<file path="config.mk">
export PLATFORM = sky130hd
export DESIGN_NAME = rau_front
export DESIGN_NICKNAME = d
export VERILOG_FILES = /design/src/rtl/core/rau_pkg.sv /design/src/rtl/core/rau_front.sv
export SDC_FILE = /design/constraint.sdc
export NUM_CORES = 1
export LEC_CHECK = 0
export BUFFER_PORTS_ARGS = -buffer_cell sky130_fd_sc_hd__buf_4
export CORE_AREA = 8 8 98 100
export DETAILED_ROUTE_END_ITERATION = 10
export DIE_AREA = 0 0 106 108
export PLACE_DENSITY = 0.57
export SYNTH_ARGS = -nofsm -noshare
export SYNTH_HDL_FRONTEND = slang
export SYNTH_SLANG_ARGS = --single-unit
</file>
<file path="constraint.sdc">
create_clock -name vclk -period 1.2
set_input_delay 0.24 -clock vclk [all_inputs]
set_output_delay 0.24 -clock vclk [all_outputs]
set_load 0.01 [all_outputs]
</file>
<file path="src/rtl/core/rau_pkg.sv">
// ----------------------------------------------------------------------------
// Rational arithmetic unit package
// Request/response types, operation and status codes, helpers.
// ----------------------------------------------------------------------------
package rau_pkg;

	localparam logic [3:0] KIND_NORM = 4'd0;
	localparam logic [3:0] KIND_ADD  = 4'd1;
	localparam logic [3:0] KIND_SUB  = 4'd2;
	localparam logic [3:0] KIND_MUL  = 4'd3;
	localparam logic [3:0] KIND_DIV  = 4'd4;
	localparam logic [3:0] KIND_EQ   = 4'd5;
	localparam logic [3:0] KIND_LT   = 4'd6;
	localparam logic [3:0] KIND_LE   = 4'd7;
	localparam logic [3:0] KIND_GT   = 4'd8;
	localparam logic [3:0] KIND_GE   = 4'd9;

	localparam logic [1:0] ST_OK       = 2'd0;
	localparam logic [1:0] ST_ZERO_DEN = 2'd1;
	localparam logic [1:0] ST_DIV_ZERO = 2'd2;
	localparam logic [1:0] ST_OVERFLOW = 2'd3;

	localparam int QDEPTH = 2;

	typedef struct packed {
		logic [3:0]         kind;
		logic signed [31:0] a_num;
		logic signed [31:0] a_den;
		logic signed [31:0] b_num;
		logic signed [31:0] b_den;
	} req_t;

	typedef struct packed {
		logic signed [31:0] res_num;
		logic [30:0]        res_den;
		logic               cmp_true;
		logic [1:0]         status;
	} rsp_t;

	typedef struct packed {
		logic [3:0]  kind;
		logic        nop;
		logic        zden;
		logic [31:0] a_num;
		logic [31:0] a_den;
		logic [31:0] b_num;
		logic [31:0] b_den;
	} entry_t;

	function automatic logic [32:0] abs32(input logic [31:0] x);
		logic [32:0] e;
		e = {x[31], x};
		return x[31] ? 33'(-e) : e;
	endfunction

endpackage

</file>
<file path="src/rtl/core/rau_front.sv">
// ----------------------------------------------------------------------------
// Rational arithmetic unit front end
// Accepts requests, flags unused kinds and zero denominators, queues them.
// ----------------------------------------------------------------------------
module rau_front (
	input  logic            req_valid,
	output logic            req_stall,
	input  rau_pkg::req_t   req,
	input  logic            full,
	output logic            push,
	output rau_pkg::entry_t push_data
);

	logic use_b;

	assign use_b     = (req.kind >= rau_pkg::KIND_ADD) && (req.kind <= rau_pkg::KIND_GE);
	assign req_stall = full;
	assign push      = req_valid && !full;

	always_comb begin
		push_data.kind  = req.kind;
		push_data.nop   = req.kind > rau_pkg::KIND_GE;
		push_data.zden  = (req.a_den == 32'sd0) || (use_b && (req.b_den == 32'sd0));
		push_data.a_num = req.a_num;
		push_data.a_den = req.a_den;
		push_data.b_num = req.b_num;
		push_data.b_den = req.b_den;
	end

endmodule

</file>
Word level (Yosys, flattened, before mapping) --
Cells that the tools add are included.
Word-level totals: bits in registers 0, bits in latches 0, bits in writable memories 0, ROM bits 0, input port bits 134, output and inout port bits 136, logic and storage cells 10, memories kept 0
Cells by class: add/subtract/negate cells 0, multiply operators 0, div/mod/pow operators 0, magnitude comparators 3, eq/ne operators 0, shifts and indexed selects 0, mux-type cells 0, bitwise operators 0, reductions and logical operators 7
Operators with widths (number):
- 32-bit zero test | 2
- 4-bit by 1-bit greater-or-equal comparator with 1-bit output, second input constant | 1
- 4-bit > comparator, second input constant | 1
- 4-bit <= comparator, second input constant | 1
- 1-bit logical AND | 3
- 1-bit zero test | 1
- 1-bit logical OR | 1

Depth between registers and ports, before layout --
depth in word-level cells 4, depth in mapped cells 4, mapped depth without buffers 4

Worst setup path before layout --
Ideal clock, no wire load.
path kind input port to output port, start input req[3] (netlist name), end output push_data[128] (netlist name), arrival 0.893 ns, required time 0.960 ns, slack 0.067 ns, cell stages on the path 4, path buffers 0, cell sequence nor4_1 > nand4_1 > nor2_1 > a41o_1
RTL lines:
- from (decl) | line rau_front.sv:8 | input rau_pkg::req_t req,
- to (decl) | line rau_front.sv:11 | output rau_pkg::entry_t push_data

==> reports/metrics.csv <==
metric;value;unit
Net count, final;334;
final slew viol count;0;
initial antenna violation count;0;
sequential cell area;0;µm²
Final Util;21.0;%
seq_cells;0;
most common cell after layout, fill and taps aside;buf_4;
met3 global-route usage;4.05;%
RePlAce Congestion;0.769;
Syn Inst Count;160;
Setup crit start kind;input pin;
Pre-antenna DRT Iters;2;
power per standard cell area;354;nW/µm²
CTS Hold Bufs;0;
WL/cell;17.5;µm
GRT met2 Usage;14.2;%
vias in the first global route;1153;
clock buffers;0;
synth top area cells;buf_4 (85%), nor4_1 (8.6%), nand4_1 (1.6%);
CP endpoint kind;output port;
Mapped Avg Cell Area;7.30;µm²
core area;8050;µm²
post-route clock period utilization;120;%
VDD IR max;0.0000538;V
global-route wire length before repair;7.08;mm
drt drc;0;
Initial Util;14.5;%
highest-count cells in the layout ignoring fill and taps;buf_4 (166), nor4_1 (9), buf_6 (5);
overall power;0.598;mW
via count;1081;
1st-iter DRT viols;24;
RSZ-0062 raised after global routing;true;
status;finished, violations left;
Yosys warning count;0;
Die Width;106;µm
Final ANT Viol Nets;0;
Final min period;1.44;ns
Syn Nets;294;
Synth top area share;85.4;%
count of input and output buffers;142;
post-synth cell types;9;
WS Path Type;input pin to output port;
synthesis-to-layout area growth;44.4;%
max incr delay on CP;0.32;ns
sequential fraction of the synthesis area;0;%
delay-heaviest family, CP;simple AND/OR/NAND/NOR gates;
Slew HR;79.4;%
max frequency;694;MHz
drt total wl;5.30;mm
chip height;108;µm
io pins;270;
Fillers;874;
overall global routing resource usage;7.71;%
static leakage;0.866;nW
Buf+Inv Stages, Crit Path;2;
violated checks;setup timing;
Setup violations, final;1;
final worst slack;-0.241;ns
Worst Tran Pin Value;0.306;ns
Hold Violations, Final;0;
Mapped Area;1170;µm²
Critical Path AT;1.20;ns
crit path max fanout;2;
Slowest cell on crit path;nor4_1;
Worst Hold Class;input pin to output port;
Die Area;11400;µm²
biggest area consumer among synthesized cells;buf_4;
max cap viols;0;
grt total ovfl;0;
vias per inst;3.57;
M1 GR Usage;6.43;%
Rows;33;
layout cell share with drive strength beyond 1;91.4;%
largest net degree at the start of global routing;4;
crit-path cells;buf_4, nor4_1, nand4_1, nor2_2, a41o_1, buf_6;
GR peak layer;met2;
diodes inserted;0;
CP required;0.96;ns
-- repair_timing --
action	4_1_cts	5_1_grt
pin swaps	5	3
gates resized for setup	14	4
setup buffers	0	0
endpoints found under the setup margin	1	1
-- worst paths after layout --
check             startpoint             end  slack, ns  cells after the start
hold / removal      req[105]  push_data[105]       0.48                      0
setup / recovery     req[90]  push_data[128]      -0.24                      6
-- kinds of logic (layout without fill, tap and decap cells) --
logic type | count (synthesis) | count (layout) | synth area share [%]
AO/OA/AOI/OAI | 2 | 2 | 1.50
buffers and inverters | 133 | 171 | 85.4
AND/OR/NAND/NOR | 25 | 25 | 13.1
-- final cells by class --
class	count	area (µm²)	area share, %
multi-input combinational	27	254	15.0
timing repair buffer	171	1300	77.2
tap	105	131	7.78
-- power breakdown --
| group | switching (mW) | internal, mW |
|---|---|---|
| clock network | 0 | 0 |
| registers | 0 | 0 |
| logic | 0.228 | 0.370 |
-- synthesized netlist by cell type (all sizes together) --
cell type and count:
nor2b 1, a41o 1, nand4 3, nor4 17
nor2 3, buf 133, o21a 1, nand2 1
-- metrics by stage --
step / worst slack [ns] / hold slack [ns] / cell area (µm²) / setup TNS, ns / cells
2_1_floorplan: 0.0674 / 0.526 / 1170 / 0 / 160
5_1_grt: -0.364 / 0.480 / 1690 / -0.364 / 303
3_5_place_dp: -0.387 / 0.480 / 1590 / -0.387 / 304
4_1_cts: -0.259 / 0.480 / 1660 / -0.259 / 303
6_report: -0.241 / 0.480 / 1690 / -0.241 / 303
3_3_place_gp: -0.437 / 0.480 / 1590 / -0.437 / 304
-- routing by layer --
layer / vias up / wire, µm
met5: - / 0
met4: 0 / 329
met3: 42 / 851
met2: 120 / 2610
met1: 449 / 1510
li1: 470 / -
Note: power is estimated with default switching activity, not from simulation.
