$ cat src/rtl/core/rau_pkg.sv
// ----------------------------------------------------------------------------
// Rational arithmetic unit package
// Request/response types, operation and status codes, helpers.
// ----------------------------------------------------------------------------
package rau_pkg;

	localparam logic [3:0] KIND_NORM = 4'd0;
	localparam logic [3:0] KIND_ADD  = 4'd1;
	localparam logic [3:0] KIND_SUB  = 4'd2;
	localparam logic [3:0] KIND_MUL  = 4'd3;
	localparam logic [3:0] KIND_DIV  = 4'd4;
	localparam logic [3:0] KIND_EQ   = 4'd5;
	localparam logic [3:0] KIND_LT   = 4'd6;
	localparam logic [3:0] KIND_LE   = 4'd7;
	localparam logic [3:0] KIND_GT   = 4'd8;
	localparam logic [3:0] KIND_GE   = 4'd9;

	localparam logic [1:0] ST_OK       = 2'd0;
	localparam logic [1:0] ST_ZERO_DEN = 2'd1;
	localparam logic [1:0] ST_DIV_ZERO = 2'd2;
	localparam logic [1:0] ST_OVERFLOW = 2'd3;

	localparam int QDEPTH = 2;

	typedef struct packed {
		logic [3:0]         kind;
		logic signed [31:0] a_num;
		logic signed [31:0] a_den;
		logic signed [31:0] b_num;
		logic signed [31:0] b_den;
	} req_t;

	typedef struct packed {
		logic signed [31:0] res_num;
		logic [30:0]        res_den;
		logic               cmp_true;
		logic [1:0]         status;
	} rsp_t;

	typedef struct packed {
		logic [3:0]  kind;
		logic        nop;
		logic        zden;
		logic [31:0] a_num;
		logic [31:0] a_den;
		logic [31:0] b_num;
		logic [31:0] b_den;
	} entry_t;

	function automatic logic [32:0] abs32(input logic [31:0] x);
		logic [32:0] e;
		e = {x[31], x};
		return x[31] ? 33'(-e) : e;
	endfunction

endpackage

$ cat src/rtl/core/rau_fifo.sv
// ----------------------------------------------------------------------------
// Rational arithmetic unit request queue
// Short queue between front end and execution core.
// ----------------------------------------------------------------------------
module rau_fifo (
	input  logic            clk,
	input  logic            arst_n,
	input  logic            push,
	input  rau_pkg::entry_t push_data,
	input  logic            pop,
	output rau_pkg::entry_t head,
	output logic            empty,
	output logic            full
);

	localparam int PW = (rau_pkg::QDEPTH > 1) ? $clog2(rau_pkg::QDEPTH) : 1;
	localparam int CW = $clog2(rau_pkg::QDEPTH + 1);

	rau_pkg::entry_t mem_q [rau_pkg::QDEPTH];
	logic [PW-1:0] wr_q, rd_q;
	logic [CW-1:0] cnt_q;

	assign empty = cnt_q == CW'(0);
	assign full  = cnt_q == CW'(rau_pkg::QDEPTH);
	assign head  = mem_q[rd_q];

	always_ff @(posedge clk) begin
		if (push) begin
			mem_q[wr_q] <= push_data;
		end
	end

	always_ff @(posedge clk or negedge arst_n) begin
		if (!arst_n) begin
			wr_q  <= '0;
			rd_q  <= '0;
			cnt_q <= '0;
		end else begin
			if (push) begin
				wr_q <= (wr_q == PW'(rau_pkg::QDEPTH - 1)) ? '0 : wr_q + PW'(1);
			end
			if (pop) begin
				rd_q <= (rd_q == PW'(rau_pkg::QDEPTH - 1)) ? '0 : rd_q + PW'(1);
			end
			if (push && !pop) begin
				cnt_q <= cnt_q + CW'(1);
			end else if (pop && !push) begin
				cnt_q <= cnt_q - CW'(1);
			end
		end
	end

endmodule

$ cat config.mk
export PLATFORM = sky130hd
export DESIGN_NAME = rau_fifo
export DESIGN_NICKNAME = d
export VERILOG_FILES = /design/src/rtl/core/rau_pkg.sv /design/src/rtl/core/rau_fifo.sv
export SDC_FILE = /design/constraint.sdc
export NUM_CORES = 1
export LEC_CHECK = 0
export ABC_AREA = 1
export ABC_CLOCK_PERIOD_IN_PS = 8400
export BUFFER_PORTS_ARGS = -buffer_cell sky130_fd_sc_hd__buf_2
export CORE_ASPECT_RATIO = 0.75
export CORE_MARGIN = 1.5
export CORE_UTILIZATION = 40
export DETAILED_ROUTE_END_ITERATION = 16
export PLACE_DENSITY = 0.73
export REMOVE_ABC_BUFFERS = 1
export SETUP_SLACK_MARGIN = 0.2
export SYNTH_ARGS = -nofsm -noshare
export SYNTH_HDL_FRONTEND = slang
export SYNTH_SLANG_ARGS = --single-unit
$ cat constraint.sdc
create_clock -name clk -period 8.4 [get_ports clk]
set_input_delay 0.42 -clock clk [delete_from_list [all_inputs] [get_ports clk]]
set_output_delay 0.42 -clock clk [all_outputs]
set_load 0.05 [all_outputs]
# Word level (Yosys, flattened, before mapping)
# Memory sizes are Yosys's and may differ from the RTL's.
# Cells that the tools add are included.
# classes
add_sub_neg	4
eq_ne	1
muxes	6
reduce_logical	6
# ops
operator	n
1-bit 2-to-1 mux	4
2-bit 2-to-1 mux	2
1-bit adder, second input constant	2
2-bit by 1-bit adder with 2-bit output, second input constant	1
2-bit == test, second input constant	1
1-bit logical AND	2
1-bit zero test	2
2-bit zero test	1
2-bit nonzero test	1
2-bit by 1-bit subtractor with 2-bit output, second input constant	1
# totals
regBits	4
ramBits	268
inputBits	138
output_inout_bits	136
wordCells	21
n_memories	1
# memory_table
name	words	width	rd	rd_ports_with_merged_regs	write_ports	line	rtl
mem_q	2	134	1	0	1	rau_fifo.sv:19	rau_pkg::entry_t mem_q [rau_pkg::QDEPTH];

# Longest topological paths before layout
# logic_depth
ltp_word	4
ltp_mapped	7
mapped_depth_nobuf	7

# Worst setup path after synthesis
# No wires, ideal clock.
# synth_path
path_type	in2reg
start	input push
end	memory mem_q[0][0] (netlist bit) (enable)
setup_ns	0.633
t_arrival_ns	6.064
t_required_ns	7.767
slack_ns	1.703
stages	2
path_buffers	0
cell_sequence	inv_1 nor2_1
# synth_via
elab_chain_cells	2
# synth_rtl
element	line	rtl
start: declaration	rau_fifo.sv:8	input logic push,
1-bit 2-to-1 mux	rau_fifo.sv:28	if (push) begin
1-bit 2-to-1 mux (implied by the code)	rau_fifo.sv:29	mem_q[wr_q] <= push_data;
end: declaration	rau_fifo.sv:19	
# No other way between the ends.

==> flow_summary_export.csv <==
group,metric,value,unit
synth,ys_ff_latch,272,
placement,dp_cells,1043,
floorplanning,rows,50,
clocking,numCtsBuffers,28,
synth,synth_area_leader_cell,"edfxtp_1",
synth,synth_area_leaders,"edfxtp_1 80%, mux2_2 9.4%, mux2_4 7.5%, dfrtp_1 0.99%, buf_6 0.78%",
global_routing,grt_max_degree,72,
timing,maxSlewHeadroom,0.295,
power,leakagePower,4.93,nW
clocking,insertion_delay,0.52,ns
global_routing,grt-ovfl-total,0,
synth,yosysSeqAreaShare,0.809,
detailed_routing,drc,0,
worst_setup_path,path_class,"reg -> out",
synth,yosys_warnings,0,
synth,synth_compound_area_frac,0,
clocking,cts.sinks,272,
clocking,cts_tree,"built",
synth,synth_top_family_by_area,"multiplexers",
worst_setup_path,cpPeakStageDelay,0.75,ns
cells_and_area,drive_gt1_frac,0.606,
timing,fin_crit,2.91,ns
floorplanning,coreArea,0.0248,mm2
clocking,clockBufferDepth,3,
synth,yosysUniqueCellTypes,14,
floorplanning,dieHeight,140,um
floorplanning,dieArea,0.0261,mm2
floorplanning,die_x,186,um
synth,synth-simple-area-share,0.00410,
synth,synth_fa_ha_area_frac,0.00124,
floorplanning,io_pins,274,
synth,syn_avg_cell_area,22.8,um2
placement,gp_congestion,0.676,
detailed_routing,ant_nets,0,
timing,setup_violations,0,
clocking,cts_setup_buffers,0,
detailed_routing,firstDrtPassIters,4,
worst_setup_path,crit_path_start_kind,"register",
timing,hold_violations,0,
cells_and_area,layout.nets,875,
run,drv_cap,0,
cells_and_area,syn2layout_area_growth,26.5,%
synth,synth.mux.area_fraction,0.168,
power,power_density,406,mW/mm2
timing,rsz0062_at_grt,"no",
global_routing,antenna_found_initial,4,
synth,syn-cell-area,0.0101,mm2
detailed_routing,wl,18200,um
detailed_routing,vias_per_cell,4.61,
worst_setup_path,path_max_fanout,71,
hold_path,hold_path.class,"in -> reg",
worst_setup_path,worstPathCellList,"buf_4 -> mux2_2 -> buf_2",
placement,io_buffers,273,
timing,tightest_slew,1.06,ns
synth,synth_xor_area_frac,0.00261,
detailed_routing,drt-initial-drc-count,221,
power,peakVddDrop,0.222,mV
placement,hpwl,11700,um
clocking,htree_levels,1,
timing,fmax,0.343,GHz
clocking,cts.repair.resized,0,
status,status,"completed",
synth,syn_inst,442,
worst_setup_path,crit_slowest_cell,"buf_4",
timing,clock_skew,0.00716,ns
timing,setup-tns-final,0,ns
global_routing,grt_pass1_vias,5257,
clocking,clkTransAtPathRegs,0.06,ns
detailed_routing,vias,5044,
cells_and_area,final_cells,1095,
worst_setup_path,end_kind,"primary output",
detailed_routing,wire_per_inst,16.6,um
global_routing,grt_usage,0.134,
cells_and_area,fillers,2070,
synth,netlist.area_leader.share,0.799,
global_routing,grt_pass1_wl,27100,um
floorplanning,start_util,0.405,
timing,fin_crit_sh,0.347,
worst_setup_path,cp_data_arrival_time,2.49,ns
clocking,cts_hold_buf,1,
timing,slew_violations,0,
clocking,cts-root-buf,"clkbuf_16",
worst_setup_path,required,7.98,ns
final cells by class:
type | count | area [um2] | area share
multi-input cells | 148 | 1780 | 0.140
inverters | 7 | 31.3 | 0.00246
repair buffers | 279 | 1410 | 0.111
clock buffers | 35 | 768 | 0.0603
diodes | 1 | 2.50 | 0.000197
well taps | 338 | 423 | 0.0332
flip-flops and latches | 272 | 8150 | 0.640
clock inverters | 15 | 160 | 0.0126
Yosys cell counts:
| master | number |
|---|---|
| nand2_1 | 5 |
| mux2_2 | 84 |
| ha_1 | 1 |
| buf_2 | 8 |
| xnor2_1 | 1 |
| dfrtp_1 | 4 |
| mux2_4 | 50 |
| edfxtp_1 | 268 |
| buf_6 | 7 |
| nand4_1 | 1 |
| nor2_1 | 3 |
| nand3_1 | 1 |
| xor2_1 | 2 |
| inv_1 | 7 |
through the flow:
step | hold WS, ns | total power [W] | cell area (um2) | utilization | setup slack [ns]
after global placement | 0.237 | 0.00398 | 11800 | 0.475 | 5.89
after global routing | 0.0542 | 0.00537 | 12700 | 0.513 | 5.39
after detailed placement | 0.231 | 0.00400 | 11800 | 0.475 | 5.90
after CTS | 0.0467 | 0.00524 | 12700 | 0.513 | 5.46
after floorplan | 0.124 | 0.00365 | 9950 | - | 1.70
final | 0.0820 | 0.00517 | 12700 | 0.513 | 5.49
flip-flops by register name, indices dropped and copies added, names as in the netlist:
name,cells
mem_q,268
cnt_q,2
rd_q,1
wr_q,1
cell families (layout without fill, tap and decap cells):
family,Yosys count,count (layout)
other cells,0,1
buf+inv,22,336
simple gates,10,10
fa+ha+maj,1,1
flops,272,272
xor+xnor,3,3
mux,134,134
per-layer routing:
metal,up-vias,share of wire,GRT usage
li1,2343,-,-
met1,2455,0.41,0.162
met2,200,0.46,0.220
met3,40,0.098,0.0512
met4,6,0.028,0.0433
met5,-,0.0019,0
critical path, delay by kind of cell (launching register included):
kind	cells	cell delay, ns
buf+inv	2	0.97
flops	1	0.45
mux	1	0.43
final timing paths:
kind / slack, ns / cells past startpoint / to / start
max: 5.49 / 3 / head[114] / rd_q
max reg2reg: 6.08 / 3 / mem_q[1][122] / wr_q
min reg2reg: 0.49 / 2 / cnt_q[1] / cnt_q[1]
max in group asynchronous: 8.03 / 2 / rd_q / arst_n
min: 0.08 / 1 / mem_q[1][52] / push_data[52]
min in group asynchronous: 0.23 / 2 / cnt_q[0] / arst_n
cells in the final DEF, fill, tap and decap left out, types with 3 or more instances in the layout:
cell / instances
buf_2: 273
edfxtp_1: 268
mux2_2: 84
mux2_4: 50
clkbuf_16: 29
inv_1: 6
nand2_1: 5
clkinv_2: 5
buf_4: 5
clkbuf_1: 4
clkinvlp_4: 3
clkinv_1: 3
bufinv_16: 3
dfrtp_1: 3
where the power goes:
group	switching, W	total, W	internal [W]
clock network	0.000486	0.00122	0.000739
logic	0.00149	0.00208	0.000588
registers	0.0000608	0.00187	0.00181
No activity file was read; power rests on OpenSTA's default activity.
